==> config.mk <==
export PLATFORM = sky130hd
export DESIGN_NAME = wbm_ctrl
export DESIGN_NICKNAME = d
export VERILOG_FILES = /design/src/sv/windowed_bandwidth_meter_core_assert.svh /design/src/sv/wbm_pkg.sv /design/src/sv/wbm_ctrl.sv
export SDC_FILE = /design/constraint.sdc
export NUM_CORES = 1
export LEC_CHECK = 0
export CELL_PAD_IN_SITES_DETAIL_PLACEMENT = 0
export CELL_PAD_IN_SITES_GLOBAL_PLACEMENT = 1
export CORE_AREA = 2 2 39 41
export CTS_CLUSTER_SIZE = 14
export DETAILED_ROUTE_END_ITERATION = 10
export DIE_AREA = 0 0 41 43
export DONT_BUFFER_PORTS = 1
export GPL_TIMING_DRIVEN = 0
export PLACE_DENSITY_LB_ADDON = 0.1
export SYNTH_ARGS = -nofsm -noshare
export SYNTH_HDL_FRONTEND = slang
export SYNTH_SLANG_ARGS = --single-unit
==> constraint.sdc <==
create_clock -name i_clk -period 1.13 [get_ports i_clk]
set_input_delay 0.113 -clock i_clk [delete_from_list [all_inputs] [get_ports i_clk]]
set_output_delay 0.113 -clock i_clk [all_outputs]
set_load 0.01 [all_outputs]
==> src/sv/windowed_bandwidth_meter_core_assert.svh <==
// assertion macros for the windowed bandwidth meter
// expects i_clk and i_rst_n in the scope that uses them
`ifndef WINDOWED_BANDWIDTH_METER_CORE_ASSERT_SVH
`define WINDOWED_BANDWIDTH_METER_CORE_ASSERT_SVH

// same-cycle implication
`define WBM_ASSERT_IMP(lbl, ante, cons, msg) \
    lbl: assert property (@(posedge i_clk) disable iff (!i_rst_n) (ante) |-> (cons)) \
        else $error(msg);

// next-cycle implication
`define WBM_ASSERT_NXT(lbl, ante, cons, msg) \
    lbl: assert property (@(posedge i_clk) disable iff (!i_rst_n) (ante) |=> (cons)) \
        else $error(msg);

`endif

==> src/sv/wbm_pkg.sv <==
// shared types and constants of the windowed bandwidth meter
// no dependencies
package wbm_pkg;

    localparam int MAX_BUCKETS = 64;
    localparam int IDX_W       = $clog2(MAX_BUCKETS);
    localparam int CNT_W       = IDX_W + 1;
    localparam int TIME_W      = 48;
    localparam int BYTES_W     = 40;
    localparam int BC_W        = 24;
    localparam int RATE_W      = 48;
    localparam int WS_W        = 6;
    localparam int IV_W        = 14;
    localparam int WMS_W       = 16;
    localparam int SUM_W       = BYTES_W + IDX_W;
    localparam int DVD_W       = 64;
    localparam int DVS_W       = 48;
    localparam int RAM_W       = TIME_W + BYTES_W;

    localparam logic [WS_W-1:0]  WS_RESET    = WS_W'(10);
    localparam logic [IV_W-1:0]  IV_DEFAULT  = IV_W'(250);
    localparam logic [WMS_W-1:0] MS_PER_SEC  = WMS_W'(1000);

    typedef enum logic [1:0] {
        OP_ADD  = 2'd0,
        OP_AVG  = 2'd1,
        OP_PEAK = 2'd2
    } t_opcode;

    typedef enum logic {
        CFG_WINDOW   = 1'b0,
        CFG_INTERVAL = 1'b1
    } t_cfg_idx;

    typedef enum logic [1:0] {
        DS_N,
        DS_Q,
        DS_K,
        DS_RATE
    } t_div_sel;

    typedef enum logic [3:0] {
        S_IDLE,
        S_NSTART,
        S_DIVN,
        S_DIVQ,
        S_KSTART,
        S_DIVK,
        S_ADD_RD,
        S_ADD_WR,
        S_WINIT,
        S_WALK,
        S_RSTART,
        S_DIVR
    } t_state;

    typedef struct packed {
        logic     capture;
        logic     div_start;
        t_div_sel div_sel;
        logic     add_rd;
        logic     add_wr;
        logic     walk_init;
        logic     walk_en;
    } t_cmd;

    typedef struct packed {
        logic [1:0] op;
        logic       div_done;
        logic       walk_done;
    } t_status;

endpackage

==> src/sv/wbm_ctrl.sv <==
// sequencer of the meter: divides, bucket update and bucket walk
// depends on wbm_pkg
module wbm_ctrl (
    input  logic             i_clk,
    input  logic             i_rst_n,
    input  logic             i_start,
    input  wbm_pkg::t_status i_status,
    output wbm_pkg::t_cmd    o_cmd,
    output logic             o_busy
);
    import wbm_pkg::*;

    t_state r_state, n_state;
    t_cmd   cmd;

    always_comb begin
        n_state = r_state;
        cmd     = '0;
        cmd.div_sel = DS_N;
        unique case (r_state)
            S_IDLE: begin
                if (i_start) begin
                    cmd.capture = 1'b1;
                    n_state = S_NSTART;
                end
            end
            S_NSTART: begin
                if (i_status.op == OP_ADD || i_status.op == OP_AVG ||
                    i_status.op == OP_PEAK) begin
                    cmd.div_start = 1'b1;
                    cmd.div_sel   = DS_N;
                    n_state = S_DIVN;
                end else begin
                    n_state = S_IDLE;
                end
            end
            S_DIVN: begin
                if (i_status.div_done) begin
                    cmd.div_start = 1'b1;
                    cmd.div_sel   = DS_Q;
                    n_state = S_DIVQ;
                end
            end
            S_DIVQ: begin
                if (i_status.div_done) begin
                    n_state = S_KSTART;
                end
            end
            S_KSTART: begin
                cmd.div_start = 1'b1;
                cmd.div_sel   = DS_K;
                n_state = S_DIVK;
            end
            S_DIVK: begin
                if (i_status.div_done) begin
                    n_state = (i_status.op == OP_ADD) ? S_ADD_RD : S_WINIT;
                end
            end
            S_ADD_RD: begin
                cmd.add_rd = 1'b1;
                n_state = S_ADD_WR;
            end
            S_ADD_WR: begin
                cmd.add_wr = 1'b1;
                n_state = S_IDLE;
            end
            S_WINIT: begin
                cmd.walk_init = 1'b1;
                n_state = S_WALK;
            end
            S_WALK: begin
                cmd.walk_en = 1'b1;
                if (i_status.walk_done) begin
                    n_state = S_RSTART;
                end
            end
            S_RSTART: begin
                cmd.div_start = 1'b1;
                cmd.div_sel   = DS_RATE;
                n_state = S_DIVR;
            end
            S_DIVR: begin
                if (i_status.div_done) begin
                    n_state = S_IDLE;
                end
            end
            default: begin
                n_state = S_IDLE;
            end
        endcase
    end

    always_ff @(posedge i_clk) begin
        if (!i_rst_n) begin
            r_state <= S_IDLE;
        end else begin
            r_state <= n_state;
        end
    end

    assign o_cmd  = cmd;
    assign o_busy = (r_state != S_IDLE);

endmodule

==> impl_results.html <==
<table>
<tr><th>Metric</th><th>Value</th></tr>
<tr><th colspan="2">Cells and area</th></tr>
<tr><td>Area added between synthesis and finish</td><td>88.1%</td></tr>
<tr><td>Register with the most flip-flops</td><td>r_state</td></tr>
<tr><td>Number of flip-flops in the largest register</td><td>4</td></tr>
<tr><td>Number of antenna diodes</td><td>0</td></tr>
<tr><td>Final nets</td><td>91</td></tr>
<tr><td>Most used cells in the layout excluding fill and tap cells</td><td>buf_4, buf_6, nand2_1</td></tr>
<tr><td>Number of non-filler instances in the completed layout</td><td>98</td></tr>
<tr><td>Fraction of layout cells with a size suffix above 1</td><td>74.4%</td></tr>
<tr><td>Largest registers</td><td>r_state: 4 flops</td></tr>
<tr><td>Most common library cell in the layout ignoring fill and taps</td><td>buf_4</td></tr>
<tr><td>Final design utilization</td><td>62.7%</td></tr>
<tr><td>Fin area</td><td>868 um^2</td></tr>
<tr><th colspan="2">Power</th></tr>
<tr><td>Fraction of power consumed by sequential logic</td><td>17.5%</td></tr>
<tr><td>Leakage dissipation</td><td>0.327 nW</td></tr>
<tr><td>Sw Share</td><td>41.5%</td></tr>
<tr><td>Power, Total</td><td>0.00142 W</td></tr>
<tr><td>Portion of total power attributed to the clock network</td><td>13.0%</td></tr>
<tr><td>Combinational Power Share</td><td>69.5%</td></tr>
<tr><td>P_sw</td><td>0.000589 W</td></tr>
<tr><td>Internal</td><td>0.000829 W</td></tr>
<tr><td>Maximum VDD drop</td><td>0.00102 V</td></tr>
<tr><td>Pwr Density</td><td>1630 mW/mm^2</td></tr>
<tr><th colspan="2">Job</th></tr>
<tr><td>Reported max-cap violation count</td><td>0</td></tr>
<tr><th colspan="2">Hold path</th></tr>
<tr><td>Kind of path behind the tightest hold check</td><td>input port to flop</td></tr>
<tr><td>Startpoint of the most critical hold path</td><td>i_status[1]</td></tr>
<tr><td>Depth of the worst hold-timing path</td><td>2</td></tr>
<tr><td>Hold EP</td><td>r_state[2]</td></tr>
<tr><th colspan="2">Timing</th></tr>
<tr><td>Ratio of final minimum period to clock period</td><td>122%</td></tr>
<tr><td>Min Tclk post-route</td><td>1.37 ns</td></tr>
<tr><td>Unrepaired setup endpoints after global routing</td><td>true</td></tr>
<tr><td>Total negative slack for setup checks</td><td>-1.66 ns</td></tr>
<tr><td>Setup Skew</td><td>0.00598 ns</td></tr>
<tr><td>Transition at the pin with the smallest max-transition slack</td><td>0.301 ns</td></tr>
<tr><td>Final Hold Viols</td><td>0</td></tr>
<tr><td>Slew Limit Fails</td><td>0</td></tr>
<tr><td>Final setup margin</td><td>-0.243 ns</td></tr>
<tr><td># setup viols final</td><td>13</td></tr>
<tr><td>Normalized max-slew margin</td><td>80.0%</td></tr>
<tr><td>Max frequency</td><td>728 MHz</td></tr>
<tr><th colspan="2">Synth</th></tr>
<tr><td>Average size of a mapped cell</td><td>7.57 um^2</td></tr>
<tr><td>Synthesized instance count</td><td>61</td></tr>
<tr><td>Mapped Area</td><td>462 um^2</td></tr>
<tr><td>Share of the yosys chip area belonging to registers</td><td>17.3%</td></tr>
<tr><td>Share of synthesized flip-flops with an asynchronous set or reset</td><td>0%</td></tr>
<tr><td>Ys flop type</td><td>dfxtp_1</td></tr>
<tr><td>Yosys warning total</td><td>0</td></tr>
<tr><td>Number of synthesized flops with an enable pin</td><td>0</td></tr>
<tr><td>Total nets after synthesis</td><td>68</td></tr>
<tr><td>Number of different library cells in the post-synthesis netlist</td><td>31</td></tr>
<tr><td>Post-synthesis register bit count</td><td>4</td></tr>
<tr><th colspan="2">Global routing</th></tr>
<tr><td>Pin count of the biggest net entering global routing</td><td>11</td></tr>
<tr><td>Total global routing track utilization</td><td>19.0%</td></tr>
<tr><td>Antenna violations before repair</td><td>0</td></tr>
<tr><td>Leftover overflow at the end of global routing</td><td>0</td></tr>
<tr><td>Wire length of the first global-routing pass</td><td>2.30 mm</td></tr>
<tr><td>Number of global-route vias before repair</td><td>513</td></tr>
<tr><th colspan="2">Worst setup path</th></tr>
<tr><td>Critical Path RT</td><td>1.02 ns</td></tr>
<tr><td>CP max stage cell</td><td>or3_4</td></tr>
<tr><td>Length in cells of the worst reg-to-reg path</td><td>6</td></tr>
<tr><td>Critical Path End Type</td><td>output port</td></tr>
<tr><td>Crit path max fanout</td><td>6</td></tr>
<tr><td>Reg-to-reg setup timing slack</td><td>-0.19 ns</td></tr>
<tr><td>Arrival time at the worst endpoint</td><td>1.26 ns</td></tr>
<tr><td>Startpoint class of the critical path</td><td>flop</td></tr>
<tr><td>Chain of cells forming the critical path</td><td>buf_6 &gt; inv_4 &gt; or3_4 &gt; a21oi_4</td></tr>
<tr><td>Worst setup path class</td><td>flop to output port</td></tr>
<tr><td>Endpoint of the worst register-to-register path</td><td>r_state[3]</td></tr>
<tr><td>Worst flop-to-flop path startpoint</td><td>r_state[1]</td></tr>
<tr><td>Slowest cell delay on critical path</td><td>0.37 ns</td></tr>
<tr><th colspan="2">CTS</th></tr>
<tr><td>Clock Pin Slew Worst Setup and Hold Paths</td><td>0.04 ns</td></tr>
<tr><td>Number of buffers inserted for hold repair after clock tree synthesis</td><td>0</td></tr>
<tr><td>H-Tree Depth</td><td>1</td></tr>
<tr><td>Buffers from clock root to sink, at most</td><td>2</td></tr>
<tr><td>Clock insertion delay at the later pin of the skew report</td><td>0.24 ns</td></tr>
<tr><td>Number of buffers added by the clock tree synthesis step</td><td>3</td></tr>
<tr><td>Clock sinks</td><td>4</td></tr>
<tr><td>Clock tree from TritonCTS</td><td>built</td></tr>
<tr><td>Root buffer cell</td><td>clkbuf_4</td></tr>
<tr><th colspan="2">Status</th></tr>
<tr><td>Failing checks</td><td>setup timing</td></tr>
<tr><td>Status</td><td>finished with violations</td></tr>
<tr><th colspan="2">Detailed routing</th></tr>
<tr><td>Number of iterations in the first detailed-routing pass</td><td>4</td></tr>
<tr><td>DRT iter0 DRCs</td><td>3</td></tr>
<tr><td>Routed Antenna Nets</td><td>0</td></tr>
<tr><td>Remaining DRCs</td><td>0</td></tr>
<tr><td>Via Count</td><td>565</td></tr>
<tr><td>Final wirelength</td><td>1.56 mm</td></tr>
<tr><td>Detail-routed via count per cell</td><td>5.77</td></tr>
<tr><td>Average routed wire per standard cell</td><td>15.9 um</td></tr>
<tr><th colspan="2">Place</th></tr>
<tr><td>Placer congestion estimate</td><td>0.701</td></tr>
<tr><td>Quantity of I/O buffers inserted on ports</td><td>0</td></tr>
<tr><td>Total half-perimeter wirelength after legalization and detailed placement</td><td>866 um</td></tr>
<tr><td>Number of placed instances with taps included</td><td>77</td></tr>
<tr><td>Cell area reported after detailed placement</td><td>497 um^2</td></tr>
<tr><th colspan="2">Die</th></tr>
<tr><td>Core Box Area</td><td>0.00138 mm^2</td></tr>
<tr><td>DIE HEIGHT</td><td>43 um</td></tr>
<tr><td>Full die area</td><td>0.00176 mm^2</td></tr>
<tr><td>Die X-Extent</td><td>41 um</td></tr>
<tr><td>Number of ports placed on the die boundary</td><td>16</td></tr>
<tr><td>Initial Utilization</td><td>33.4%</td></tr>
<tr><td>Number of placement rows</td><td>14</td></tr>
</table>
==> repair_timing <==
item | in CTS | in global routing
setup endpoints to repair | 13 | 13
gates resized for setup | 36 | 16
buffers inserted | 14 | 5
pin swaps | 7 | 14
==> worst max path at each step <==
stage                from  slack (ns)         end
6_report       r_state[3]       -0.24    o_cmd[5]
5_1_grt        r_state[1]       -0.26  r_state[0]
4_1_cts        r_state[3]       -0.27    o_cmd[5]
3_5_place_dp   r_state[0]       -0.17  r_state[1]
3_3_place_gp   r_state[0]       -0.18  r_state[1]
2_1_floorplan  r_state[1]       -0.01    o_cmd[5]
==> layout make-up <==
class                   count  area [um^2]
fillers                   115          515
multi-input cells          49          490
repair buffers             19          169
flip-flops and latches      4         90.1
plain buffers               5         66.3
clock buffers               3         22.5
well taps                  16         20.0
inverters                   2         10.0
==> power groups by stage <==
stage	registers [W]	logic (W)	clock network [W]
2_1_floorplan	0.000187	0.000451	0
3_5_place_dp	0.000191	0.000531	0
3_3_place_gp	0.000190	0.000533	0
6_report	0.000249	0.000985	0.000184
4_1_cts	0.000195	0.000922	0.000190
5_1_grt	0.000258	0.00104	0.000197
==> stage by stage <==
stage               hold slack [ns]  worst slack (ns)
global placement              0.329            -0.184
global route                 0.0885            -0.263
detailed placement            0.329            -0.172
finish                       0.0809            -0.243
CTS                          0.0749            -0.270
floorplan                     0.315          -0.00991
==> cells in the mapped netlist (all sizes together) (2+ instances only) <==
cell	instances	area [um^2]
nor3	3	15.0
dfxtp	4	80.1
nand3	2	10.0
o21a	2	15.0
inv	2	7.51
nand2b	2	12.5
nand2	6	22.5
o21ai	5	47.5
buf	5	42.5
o31ai	2	20.0
a211oi	2	15.0
nand3b	2	15.0
mux2i	2	20.0
a21oi	5	28.8
and3	2	12.5
nor2	6	22.5
==> routing by layer <==
layer	track usage [%]	vias up	wire length [um]
met5	0	-	0
met2	26.9	26	807
met4	7.33	0	27
met3	8.38	6	79
li1	-	267	-
met1	24.5	266	643
==> worst max-delay path: cells and delay by family (launching register included) <==
kind	cells	cell delay [ns]
and+or+nand+nor	1	0.37
DFF	1	0.33
buffers and inverters	2	0.16
AOI/OAI and AO/OA	1	0.15
==> cells by family (layout without fill, tap and decap cells) <==
family / Yosys count / in the layout / synth area share, %
AO/OA/AOI/OAI: 19 / 19 / 32.5
buffers and inverters: 8 / 29 / 11.7
flip-flops: 4 / 4 / 17.3
multiplexers: 2 / 2 / 4.34
AND/OR/NAND/NOR: 28 / 28 / 34.1
Power figures use the tool's default switching activity.
